==> config.mk <==
export PLATFORM = sky130hd
export DESIGN_NAME = ipv4_fragment_header_generator
export DESIGN_NICKNAME = d
export VERILOG_FILES = /design/src/ifhg_pkg.sv /design/src/ifhg_front.sv /design/src/ifhg_queue.sv /design/src/ifhg_back.sv /design/src/ipv4_fragment_header_generator.sv
export SDC_FILE = /design/constraint.sdc
export NUM_CORES = 1
export LEC_CHECK = 0
export BUFFER_PORTS_ARGS = -buffer_cell sky130_fd_sc_hd__buf_2
export CORE_MARGIN = 4
export CORE_UTILIZATION = 60
export CTS_BUF_LIST = sky130_fd_sc_hd__clkbuf_8
export DETAILED_ROUTE_END_ITERATION = 7
export GPL_ROUTABILITY_DRIVEN = 0
export MAX_ROUTING_LAYER = met4
export PLACE_DENSITY = 0.77
export SETUP_SLACK_MARGIN = 0.5
export SYNTH_ARGS = -nofsm -noshare
export SYNTH_HDL_FRONTEND = slang
export SYNTH_SLANG_ARGS = --single-unit
==> constraint.sdc <==
create_clock -name i_clk -period 28 [get_ports i_clk]
set_clock_uncertainty 0.05 [all_clocks]
set_input_delay 2.8 -clock i_clk [delete_from_list [all_inputs] [get_ports i_clk]]
set_output_delay 2.8 -clock i_clk [all_outputs]
set_load 0.005 [all_outputs]
==> src/ifhg_pkg.sv <==
`default_nettype none
// ----------------------------------------------------------------------------
// ifhg_pkg
// types, codes and constants shared by the fragment header generator
// ----------------------------------------------------------------------------
package ifhg_pkg;

    localparam logic [15:0] MTU_FLOOR = 16'd1084;
    localparam logic [15:0] MTU_RESET = 16'd1500;

    localparam int DF_POS = 14;
    localparam int MF_POS = 13;
    localparam int OFF_W  = 13;

    // depth of the command queue between classifier and sequencer
    localparam int Q_DEPTH = 2;

    localparam logic [1:0] STATUS_FITS    = 2'd0;
    localparam logic [1:0] STATUS_FRAG    = 2'd1;
    localparam logic [1:0] STATUS_REFUSED = 2'd2;

    typedef struct packed {
        logic [15:0] total_length;
        logic [3:0]  header_words;
        logic [15:0] frag_field;
        logic [15:0] rest_sum;
    } t_item;

    typedef struct packed {
        logic [1:0]  status;
        logic [15:0] frag_field_out;
        logic [15:0] total_length_out;
        logic [15:0] checksum_out;
        logic [15:0] payload_start;
        logic [15:0] payload_length;
        logic        last;
    } t_result;

    // classified work for the sequencer
    typedef struct packed {
        logic [1:0]  status;
        logic [15:0] field;
        logic [15:0] rest;
        logic [15:0] tot;
        logic [15:0] payload;
        logic [15:0] chunk;
        logic [15:0] full_len;
    } t_cmd;

    function automatic logic [15:0] hdr_checksum(
        input logic [15:0] rest,
        input logic [15:0] len,
        input logic [15:0] field
    );
        logic [17:0] s0;
        logic [16:0] s1;
        logic [15:0] s2;
        s0 = {2'b00, rest} + {2'b00, len} + {2'b00, field};
        s1 = {1'b0, s0[15:0]} + {15'd0, s0[17:16]};
        s2 = s1[15:0] + {15'd0, s1[16]};
        return ~s2;
    endfunction

endpackage
`default_nettype wire

==> src/ifhg_front.sv <==
`default_nettype none
// ----------------------------------------------------------------------------
// ifhg_front
// classifies a header: fits, refused or fragmented, and sizes the fragments
// ----------------------------------------------------------------------------
module ifhg_front (
    input  wire ifhg_pkg::t_item i_item,
    input  wire [15:0]           i_mtu,
    output ifhg_pkg::t_cmd       o_cmd
);
    import ifhg_pkg::*;

    logic [15:0] hlen;
    logic [15:0] chunk;

    assign hlen  = {10'd0, i_item.header_words, 2'b00};
    // usable payload per fragment, down to a multiple of 8
    assign chunk = (i_mtu - hlen) & ~16'd7;

    always_comb begin
        o_cmd.field    = i_item.frag_field;
        o_cmd.rest     = i_item.rest_sum;
        o_cmd.tot      = i_item.total_length;
        o_cmd.chunk    = chunk;
        o_cmd.full_len = hlen + chunk;
        o_cmd.payload  = (i_item.total_length >= hlen) ? (i_item.total_length - hlen)
                                                       : 16'd0;
        if (i_item.total_length <= i_mtu) begin
            o_cmd.status = STATUS_FITS;
        end else if (i_item.frag_field[DF_POS]) begin
            o_cmd.status = STATUS_REFUSED;
        end else begin
            o_cmd.status = STATUS_FRAG;
        end
    end

endmodule
`default_nettype wire

==> src/ifhg_queue.sv <==
`default_nettype none
// ----------------------------------------------------------------------------
// ifhg_queue
// short command queue between the classifier and the fragment sequencer
// ----------------------------------------------------------------------------
module ifhg_queue (
    input  wire                 i_clk,
    input  wire                 i_rst_n,
    input  wire                 i_push,
    input  wire ifhg_pkg::t_cmd i_data,
    output logic                o_full,
    input  wire                 i_pop,
    output logic                o_valid,
    output ifhg_pkg::t_cmd      o_data
);
    import ifhg_pkg::*;

    localparam int AW = (Q_DEPTH > 1) ? $clog2(Q_DEPTH) : 1;
    localparam int CW = $clog2(Q_DEPTH + 1);

    t_cmd          r_mem [Q_DEPTH];
    logic [AW-1:0] r_wp;
    logic [AW-1:0] r_rp;
    logic [CW-1:0] r_cnt;
    logic          do_push;
    logic          do_pop;

    assign o_full  = (r_cnt == CW'(Q_DEPTH));
    assign o_valid = (r_cnt != '0);
    assign o_data  = r_mem[r_rp];
    assign do_push = i_push && !o_full;
    assign do_pop  = i_pop && o_valid;

    function automatic logic [AW-1:0] bump(input logic [AW-1:0] p);
        return (p == AW'(Q_DEPTH - 1)) ? '0 : p + AW'(1);
    endfunction

    always_ff @(posedge i_clk) begin
        if (do_push) begin
            r_mem[r_wp] <= i_data;
        end
    end

    always_ff @(posedge i_clk) begin
        if (!i_rst_n) begin
            r_wp  <= '0;
            r_rp  <= '0;
            r_cnt <= '0;
        end else begin
            if (do_push) begin
                r_wp <= bump(r_wp);
            end
            if (do_pop) begin
                r_rp <= bump(r_rp);
            end
            if (do_push && !do_pop) begin
                r_cnt <= r_cnt + CW'(1);
            end else if (do_pop && !do_push) begin
                r_cnt <= r_cnt - CW'(1);
            end
        end
    end

`ifndef SYNTH
    a_cnt_bound: assert property (@(posedge i_clk) disable iff (!i_rst_n)
        r_cnt <= CW'(Q_DEPTH))
        else $error("queue count beyond depth");
    a_full_no_grow: assert property (@(posedge i_clk) disable iff (!i_rst_n)
        o_full && !do_pop |=> o_full)
        else $error("full queue lost an entry without a pop");
    a_empty_ptrs: assert property (@(posedge i_clk) disable iff (!i_rst_n)
        !o_valid |-> r_wp == r_rp)
        else $error("empty queue with pointers apart");
`endif

endmodule
`default_nettype wire

==> src/ifhg_back.sv <==
`default_nettype none
// ----------------------------------------------------------------------------
// ifhg_back
// fragment sequencer: walks one command and, while the output is not stalled, emits one result per cycle
// ----------------------------------------------------------------------------
module ifhg_back #(
    parameter int MAX_FRAGMENTS = 64
) (
    input  wire                 i_clk,
    input  wire                 i_rst_n,
    input  wire                 i_cmd_valid,
    input  wire ifhg_pkg::t_cmd i_cmd,
    output logic                o_cmd_pop,
    output logic                o_out_valid,
    input  wire                 i_out_stall,
    output ifhg_pkg::t_result   o_out_data
);
    import ifhg_pkg::*;

    localparam int NW = (MAX_FRAGMENTS > 1) ? $clog2(MAX_FRAGMENTS) : 1;

    logic             r_busy;
    t_cmd             r_cmd;
    logic [15:0]      r_remain;
    logic [15:0]      r_rlen;
    logic [OFF_W-1:0] r_off;
    logic [15:0]      r_pos;
    logic [NW-1:0]    r_n;
    logic             r_out_valid;
    t_result          r_out;

    logic             can_emit;
    logic             emit;
    logic             more;
    logic             at_end;
    logic             mf;
    logic [15:0]      f_word;
    logic [15:0]      f_len;
    t_result          n_out;

    assign can_emit  = !r_out_valid || !i_out_stall;
    assign emit      = r_busy && can_emit;
    assign o_cmd_pop = !r_busy && i_cmd_valid;

    assign more   = r_remain > r_cmd.chunk;
    assign at_end = !more || (r_n == NW'(MAX_FRAGMENTS - 1));
    assign mf     = (r_n == '0) || more || r_cmd.field[MF_POS];
    assign f_word = {2'b00, mf, r_off};
    assign f_len  = more ? r_cmd.full_len : r_rlen;

    always_comb begin
        n_out = '0;
        unique case (r_cmd.status)
            STATUS_FITS: begin
                n_out.status           = STATUS_FITS;
                n_out.frag_field_out   = r_cmd.field;
                n_out.total_length_out = r_cmd.tot;
                n_out.checksum_out     = hdr_checksum(r_cmd.rest, r_cmd.tot, r_cmd.field);
                n_out.payload_length   = r_cmd.payload;
                n_out.last             = 1'b1;
            end
            STATUS_FRAG: begin
                n_out.status           = STATUS_FRAG;
                n_out.frag_field_out   = f_word;
                n_out.total_length_out = f_len;
                n_out.checksum_out     = hdr_checksum(r_cmd.rest, f_len, f_word);
                n_out.payload_start    = r_pos;
                n_out.payload_length   = more ? r_cmd.chunk : r_remain;
                n_out.last             = at_end;
            end
            default: begin
                n_out.status = STATUS_REFUSED;
                n_out.last   = 1'b1;
            end
        endcase
    end

    always_ff @(posedge i_clk) begin
        if (o_cmd_pop) begin
            r_cmd    <= i_cmd;
            r_remain <= i_cmd.payload;
            r_rlen   <= i_cmd.tot;
            r_off    <= i_cmd.field[OFF_W-1:0];
            r_pos    <= '0;
            r_n      <= '0;
        end else if (emit) begin
            r_remain <= r_remain - r_cmd.chunk;
            r_rlen   <= r_rlen - r_cmd.chunk;
            r_off    <= r_off + r_cmd.chunk[15:3];
            r_pos    <= r_pos + r_cmd.chunk;
            r_n      <= r_n + NW'(1);
        end
        if (can_emit) begin
            r_out <= n_out;
        end
    end

    always_ff @(posedge i_clk) begin
        if (!i_rst_n) begin
            r_busy      <= 1'b0;
            r_out_valid <= 1'b0;
        end else begin
            if (o_cmd_pop) begin
                r_busy <= 1'b1;
            end else if (emit && n_out.last) begin
                r_busy <= 1'b0;
            end
            if (can_emit) begin
                r_out_valid <= r_busy;
            end
        end
    end

    assign o_out_valid = r_out_valid;
    assign o_out_data  = r_out;

`ifndef SYNTH
    a_single_row_last: assert property (@(posedge i_clk) disable iff (!i_rst_n)
        r_out_valid && r_out.status != STATUS_FRAG |-> r_out.last)
        else $error("pass or refused result without last");
    a_mid_has_mf: assert property (@(posedge i_clk) disable iff (!i_rst_n)
        r_out_valid && r_out.status == STATUS_FRAG && !r_out.last
            |-> r_out.frag_field_out[MF_POS])
        else $error("non-final fragment without MF");
    a_frag_remain: assert property (@(posedge i_clk) disable iff (!i_rst_n)
        r_busy && r_cmd.status == STATUS_FRAG |-> r_remain != 16'd0)
        else $error("fragment walk with no payload left");
    a_idle_after_last: assert property (@(posedge i_clk) disable iff (!i_rst_n)
        emit && n_out.last |=> !r_busy || $past(o_cmd_pop))
        else $error("sequencer busy after final result");
`endif

endmodule
`default_nettype wire

==> src/ipv4_fragment_header_generator.sv <==
`default_nettype none
// ----------------------------------------------------------------------------
// ipv4_fragment_header_generator
// per-fragment IPv4 header fields for a datagram on a link of given MTU
// ----------------------------------------------------------------------------
// usage
//   input channel: one header description per transfer (valid/stall).
//   output channel: one result per fragment, last marks the final one of a
//   datagram; a fitting datagram gives one pass result, a DF datagram that
//   does not fit gives one refused result.
//   config channel: writes link_mtu (valid/ready, always ready); values
//   below 1084 are stored as 1084. write only while the block is idle.
// timing
//   a classified header waits in a two-entry queue; the sequencer loads it
//   once idle, then emits one result per cycle while the output is not
//   stalled, up to MAX_FRAGMENTS results per datagram. a result passes
//   through the queue, the command register and the output register.
// reset
//   synchronous, active low; queue and output empty, link_mtu = 1500.
// stall
//   the output register holds its result while stalled; the sequencer
//   halts, and the input stalls once the queue is full.
// ----------------------------------------------------------------------------
module ipv4_fragment_header_generator #(
    parameter int MAX_FRAGMENTS = 64
) (
    input  wire                   i_clk,
    input  wire                   i_rst_n,
    input  wire                   i_in_valid,
    output logic                  o_in_stall,
    input  wire ifhg_pkg::t_item  i_in_data,
    output logic                  o_out_valid,
    input  wire                   i_out_stall,
    output ifhg_pkg::t_result     o_out_data,
    input  wire                   i_cfg_valid,
    output logic                  o_cfg_ready,
    input  wire [15:0]            i_cfg_data
);
    import ifhg_pkg::*;

    logic [15:0] r_mtu;
    t_cmd        front_cmd;
    t_cmd        q_cmd;
    logic        q_full;
    logic        q_valid;
    logic        q_pop;
    logic        in_push;

    assign o_cfg_ready = 1'b1;
    assign o_in_stall  = q_full;
    assign in_push     = i_in_valid && !q_full;

    always_ff @(posedge i_clk) begin
        if (!i_rst_n) begin
            r_mtu <= MTU_RESET;
        end else if (i_cfg_valid && o_cfg_ready) begin
            r_mtu <= (i_cfg_data < MTU_FLOOR) ? MTU_FLOOR : i_cfg_data;
        end
    end

    ifhg_front u_front (
        .i_item (i_in_data),
        .i_mtu  (r_mtu),
        .o_cmd  (front_cmd)
    );

    ifhg_queue u_queue (
        .i_clk   (i_clk),
        .i_rst_n (i_rst_n),
        .i_push  (in_push),
        .i_data  (front_cmd),
        .o_full  (q_full),
        .i_pop   (q_pop),
        .o_valid (q_valid),
        .o_data  (q_cmd)
    );

    ifhg_back #(
        .MAX_FRAGMENTS (MAX_FRAGMENTS)
    ) u_back (
        .i_clk       (i_clk),
        .i_rst_n     (i_rst_n),
        .i_cmd_valid (q_valid),
        .i_cmd       (q_cmd),
        .o_cmd_pop   (q_pop),
        .o_out_valid (o_out_valid),
        .i_out_stall (i_out_stall),
        .o_out_data  (o_out_data)
    );

endmodule
`default_nettype wire
==> impl_results.md, run 1 <==
* Post-synthesis mux area share at under 10%
* Flop-to-flop setup slack at around 18 ns
* Least-Margin Pin Slew at approximately 1.1 ns
* Clock Sinks at between 400 and 500
* Core Region at roughly 40000 um^2
* Post-synthesis sequential area ratio at 53.57%
* Initial antenna violation count at 0
* Worst Setup End Kind: register
* Main combinational cell family by area after synthesis: simple AND/OR/NAND/NOR gates
* Die H at 208.9 um
* GRT met1 Usage at between 30% and 40%
* Reg2reg start: u_back.r_cmd[20]
* Final Hold Fails at 0
* Slew Viols, Final at 0
* Post-synth top area share at 50.10%
* Syn Inst Count at a little over 2000
* Synth Area in Simple Gates at around 12%
* Largest net degree at the start of global routing at 86
* Synth async-reset ratio at 0%
* Synth unique cells at 97
* Row Count at 73
* Grt total ovfl at 0
* WL/cell at around 21 um
* RR Endpoint: u_back.o_out_data[48]
* Mapped cell area at 24210 um^2
* Met3 Use GR at under 10%
* Busiest grt layer: met2
* Area grow syn2layout at 10.77%
* Crit path DAT at 10.50 ns
* CP most frequent cell: o21ai_0
* Die area at about 44000 um^2
* Critical path type: register to register
* Reg clk slew, reported paths at about 0.060 ns
* GRT Total Usage at a little over a quarter
* RSZ-0062 raised after global routing: no
* Num ports at about 160
* Last element of the critical path: u_back.o_out_data[48]
* IO buf count at 154
* Max-Cap Viols at 0
* Post-CTS setup buffers at 0
* Final min period at 10.19 ns
* Cell taking the most area after synthesis: edfxtp_1
* DRT antenna net count at 0
* Hold Path Class: register to register
* Worst slew margin at around 28%
* Most area-consuming cells after synthesis: edfxtp_1 (50%), ha_1 (7.6%), mux2_2 (5.0%)
* Routed wire length at 58730 um
* First-pass DRT Iterations at 5
* Initial Utilization at about three fifths
* Fill cells at between 2000 and 3000
* Inserted Diodes at 0
* Initial DRC count at about 1400
* CTS Buf Count at 72
* Top FF cell, synth: edfxtp_1
* Syn Area/Cell at approximately 12 um^2
* Final Core Density at 67.35%
* Via-to-Cell Ratio at 5.981
* Setup TNS at 0 ns
* TritonCTS clock tree: done
* CP max stage delay at around 0.52 ns
* Post-cts resize count at 0
* CP Launch Type: register
* Die Wd at about 210 um
* Design area at between 20000 and 30000 um^2
* Placed cell areas at between 20000 and 30000 um^2
* Share of cells above drive strength 1 at between 10% and 20%
* DPL Wire Length at 42570 um
* CP max stage cell: edfxtp_1
* H-tree levels at 3
* R2r worst-path depth at 47
* Maximum clock frequency at 98.12 MHz
* Nets at ~2500
* Seq cells post-synth at 446
* Number of flops mapped to enable cells by yosys at 404
* Post-synthesis xor/xnor area fraction at 5.643%
* Root buffer cell: clkbuf_8
* First-pass GRT wire length at about 90000 um
* WP data required at 28.30 ns
* Multi-input gate area at about 11000 um^2
* Met2 usage in global routing at between 40% and 50%
* Clk_lat worst skew at between 0.6 and 0.7 ns
* Final setup violation count at 0
* CP Launch Point: u_back.r_cmd[20]
* Placed cells at approximately 2700
* CP max FO at 12
* Compound-Gate Fraction of Synth Area at between 10% and 20%
* Final Non-Filler Cells at 2804
* Yosys synthesis warning count at 0
* DR vias at approximately 17000
* Number of hold buffers added after CTS at 0
* Register area at 12980 um^2
* Result of the run: complete, no violations
* Final Cycle Share at between 30% and 40%
* Adder-Cell Fraction of Synth Area at roughly 8.7%
* Residual DRC at 0
* Longest Clk Path Bufs at 3
* Vias in the first global route at 16800
## cell usage after synthesis, types with 13 or more instances
library cell and n:
inv_1 109, nor3_1 57, mux2_2 108, nand2_1 115, ha_1 148, nand3_1 29, clkbuf_1 50, nor2b_1 32
and2_1 24, a21o_1 32, xor2_1 45, nand2b_1 19, fa_1 13, a21boi_0 14, mux2i_1 37, xnor2_1 106
o21a_1 18, and3_1 28, o21ai_0 81, dfxtp_1 42, o31ai_1 17, o211ai_1 14, nand4_1 15, a211oi_1 28
nor2_1 189, a21oi_1 102, edfxtp_1 404
## worst min path at each step
stage                          start               end  cells past startpoint
finish              u_back.r_pos[11]  u_back.r_pos[11]                      2
global route        u_back.r_pos[11]  u_back.r_pos[11]                      2
CTS                 u_back.r_pos[11]  u_back.r_pos[11]                      2
detailed placement  u_back.r_pos[11]  u_back.r_pos[11]                      2
global placement    u_back.r_pos[11]  u_back.r_pos[11]                      2
floorplan           u_back.r_pos[11]  u_back.r_pos[11]                      2
## state kept, by name (all words and copies together), names as in the netlist, named ones only
signal	count
u_queue.r_wp	1
u_back.r_n	6
u_back.r_off	13
u_back.r_rlen	16
u_queue.r_rp	1
u_back.o_out_data	80
r_mtu	16
u_back.r_cmd	93
u_back.r_pos	13
u_back.o_out_valid	1
u_queue.r_cnt	2
u_back.r_busy	1
u_back.r_remain	16
u_queue.r_mem	186
## metal layers
layer / part of all wire (%) / wire (um)
met5: 0 / 0
met2: 49 / 28940
met4: 3.6 / 2114
met1: 41 / 23870
met3: 6.5 / 3800
## cell families (layout without fill, tap and decap cells)
group | after synthesis | after routing
adder cells (fa/ha/maj) | 161 | 161
AND/OR/NAND/NOR | 571 | 571
flip-flops | 446 | 446
other | 2 | 4
multiplexers | 145 | 145
buffers and inverters | 176 | 406
XOR/XNOR | 153 | 153
AO/OA/AOI/OAI | 393 | 393
## metrics by stage
step	worst slack [ns]	hold slack [ns]
final	17.81	0.4422
after global routing	17.16	0.4414
after CTS	18.01	0.4310
after detailed placement	18.03	0.4220
after global placement	18.56	0.4144
after floorplan	18.95	0.3947
## critical path, delay by kind of cell, from the launching register on
family	cells	cell delay, ns
buf+inv	2	0.29
compound gates	14	2.55
simple gates	21	3.91
flops	1	0.52
fa+ha+maj	7	2.11
xor+xnor	3	0.49
## area by class of cell
cell class / count / share of cell area (%)
Sequential cell: 446 / 48.38
Clock buffer: 80 / 4.105
Tap cell: 525 / 2.449
Multi-Input combinational cell: 1427 / 39.43
Inverter: 110 / 1.549
Clock inverter: 50 / 0.8817
Timing Repair Buffer: 166 / 3.209
## cell usage in the layout, fill, tap and decap left out, types with 15 or more instances in the layout
| cell type | count |
|---|---|
| a211oi_1 | 28 |
| a21o_1 | 32 |
| a21oi_1 | 102 |
| and2_1 | 24 |
| and3_1 | 27 |
| buf_2 | 154 |
| clkbuf_8 | 80 |
| dfxtp_1 | 41 |
| edfxtp_1 | 404 |
| ha_1 | 148 |
| inv_1 | 134 |
| mux2_2 | 108 |
| mux2i_1 | 37 |
| nand2_1 | 114 |
| nand2b_1 | 19 |
| nand3_1 | 29 |
| nand4_1 | 15 |
| nor2_1 | 188 |
| nor2b_1 | 32 |
| nor3_1 | 57 |
| o21a_1 | 18 |
| o21ai_0 | 81 |
| o31ai_1 | 17 |
| xnor2_1 | 106 |
| xor2_1 | 45 |
Power of run 1 is not shown: default switching activity piles up to over one toggle a cycle in this logic, so the estimate is an artifact.
==> run 2: changes to the inputs <==
clock period = 9.7 ns   (was 28 ns; I/O delays follow)
==> run 2 against run 1 <==
Fmax up 16%. Via count up 0.72%. Non-clock buffer count up 23.
==> impl_results.md, run 2 (synthesized netlist as in run 1, its figures left out) <==
* Result of the run: complete, no violations
* Root buffer cell: clkbuf_8
* CP max stage delay at 0.41 ns (-0.11 ns)
* Worst slew margin at 27.80% (+0.20 points)
* Slew Viols, Final at 0 (unchanged)
* Largest net degree at the start of global routing at 72 (-16%)
* Nets at 2482 (+1.0%)
* Hold Path Class: register to register
* Initial antenna violation count at 1 (+1)
* Via-to-Cell Ratio at 5.958 (-0.39%)
* Residual DRC at 0 (unchanged)
* Most common cell after layout, fill and taps aside: edfxtp_1
* CP max FO at 10 (-2)
* DR vias at 16890 (+0.72%)
* Die area at 43640 um^2 (unchanged)
* Setup TNS at 0 ns (unchanged)
* Share of cells above drive strength 1 at 21.26% (+2.7 points)
* Num ports at 159 (unchanged)
* TritonCTS clock tree: done
* WL/cell at 20.96 um (about the same)
* DPL Wire Length at 42780 um (+0.49%)
* Grt total ovfl at 0 (unchanged)
* WP depth at 43 (-8.5%)
* RSZ-0062 raised after global routing: no
* WP data required at 9.98 ns (-18.32 ns)
* CP Launch Type: register
* Placed cells at 2679 (+0.19%)
* Die H at 208.9 um (unchanged)
* Largest register FFs at 186 (unchanged)
* Critical path buffers and inverters at 1 (-1)
* Largest Register: u_queue.r_mem
* IO buf count at 154 (unchanged)
* Clk_lat worst skew at 0.64 ns (about the same)
* CP most frequent cell: o21ai_1
* Initial DRC count at 1293 (-5.1%)
* Crit path DAT at 9.09 ns (-1.41 ns)
* Final Non-Filler Cells at 2835 (+1.1%)
* Maximum clock frequency at 113.5 MHz (+16%)
* DRT antenna net count at 0 (unchanged)
* Longest Clk Path Bufs at 3 (unchanged)
* Worst Setup End Kind: register
* Inserted Diodes at 0 (unchanged)
* Crit path max-delay family: simple AND/OR/NAND/NOR gates
* Die Wd at 208.9 um (unchanged)
* Design area at 27370 um^2 (+2.0%)
* Least-Margin Pin Slew at 1.082 ns (-0.004154 ns)
* CTS Buf Count at 74 (+2.8%)
* Placed cell areas at 25520 um^2 (+0.15%)
* Final min period at 8.809 ns (-1.382 ns)
* Hold Path Depth at 2 (unchanged)
* R2r worst-path depth at 43 (-8.5%)
* Row Count at 73 (unchanged)
* Routed wire length at 59410 um (+1.2%)
* First-pass DRT Iterations at 6 (+1)
* Reg clk slew, reported paths at 0.06 ns (about the same)
* Initial Utilization at 60.80% (unchanged)
* Most frequent cells in the layout: edfxtp_1 (404), nor2_1 (187), buf_2 (154)
* First-pass GRT wire length at 91170 um (+0.24%)
* H-tree levels at 3 (unchanged)
* Area grow syn2layout at 13.02%
* CP max stage cell: edfxtp_1
* Core Region at 39820 um^2 (unchanged)
* GRT Total Usage at 27.29% (+0.052 points)
* Final Cycle Share at 90.82% (+54 points)
* Dpl ws at 0.04010 ns (-17.99 ns)
* Final setup violation count at 0 (unchanged)
* Final Hold Fails at 0 (unchanged)
* Critical path type: register to register
* Clock Sinks at 446 (unchanged)
* Max-Cap Viols at 0 (unchanged)
* Post-route worst setup slack at 0.8907 ns (-16.92 ns)
* Vias in the first global route at 16800 (+0.012%)
-- run 2: cell count changes in the layout (fill, tap and decap cells not counted), sizes merged --
cell      previous run  this run
clkinv              21        28
bufinv               1         4
clkbuf              80        82
inv                136       131
clkinvlp             2         3
buf                166       189
-- run 2: area by class of cell --
class / count / area (um^2)
fill: 2914 / 12460
clock buffer: 82 / 1129
multi-input combinational: 1427 / 10780
tap: 525 / 656.9
inverter: 110 / 415.4
sequential: 446 / 12980
clock inverter: 56 / 357.8
timing repair buffer: 189 / 1050
-- run 2: path summary, 6_finish.rpt --
kind / startpoint / end / slack [ns]
setup reg to reg: u_back.r_remain[4] / u_back.o_out_data[47] / 0.89
setup / recovery: u_back.r_remain[4] / u_back.o_out_data[47] / 0.89
hold reg to reg: u_back.r_pos[11] / u_back.r_pos[11] / 0.44
hold / removal: u_back.r_pos[11] / u_back.r_pos[11] / 0.44
-- run 2: worst min-delay path: stages (launching register included) --
cell and delay (ns):
dfxtp_1 0.33, nand2_1 0.06, a21oi_1 0.05
-- run 2: repair_timing --
| item | CTS | global route |
|---|---|---|
| hold buffers | 0 | 0 |
| buffers inserted | 2 | 16 |
| gates resized for setup | 5 | 44 |
| setup endpoints to repair | 9 | 15 |
| pin swaps | 1 | 23 |
| cloned | 0 | 0 |
-- run 2: metrics by stage --
stage / hold slack [ns] / util [%]
floorplan: 0.3947 / -
global placement: 0.4139 / 64.09
detailed placement: 0.4273 / 64.09
CTS: 0.4375 / 67.92
global route: 0.4489 / 68.72
finish: 0.4438 / 68.72
-- run 2: metal layers --
layer	GRT usage [%]	wire length [um]	share of wire (%)	vias up
li1	-	-	-	7956
met1	33.80	23900	40	8164
met5	-	0	0	-
met2	45.89	29410	50	645
met4	10.31	2221	3.7	0
met3	4.008	3879	6.5	125
Power of run 2 is left out for the same reason.
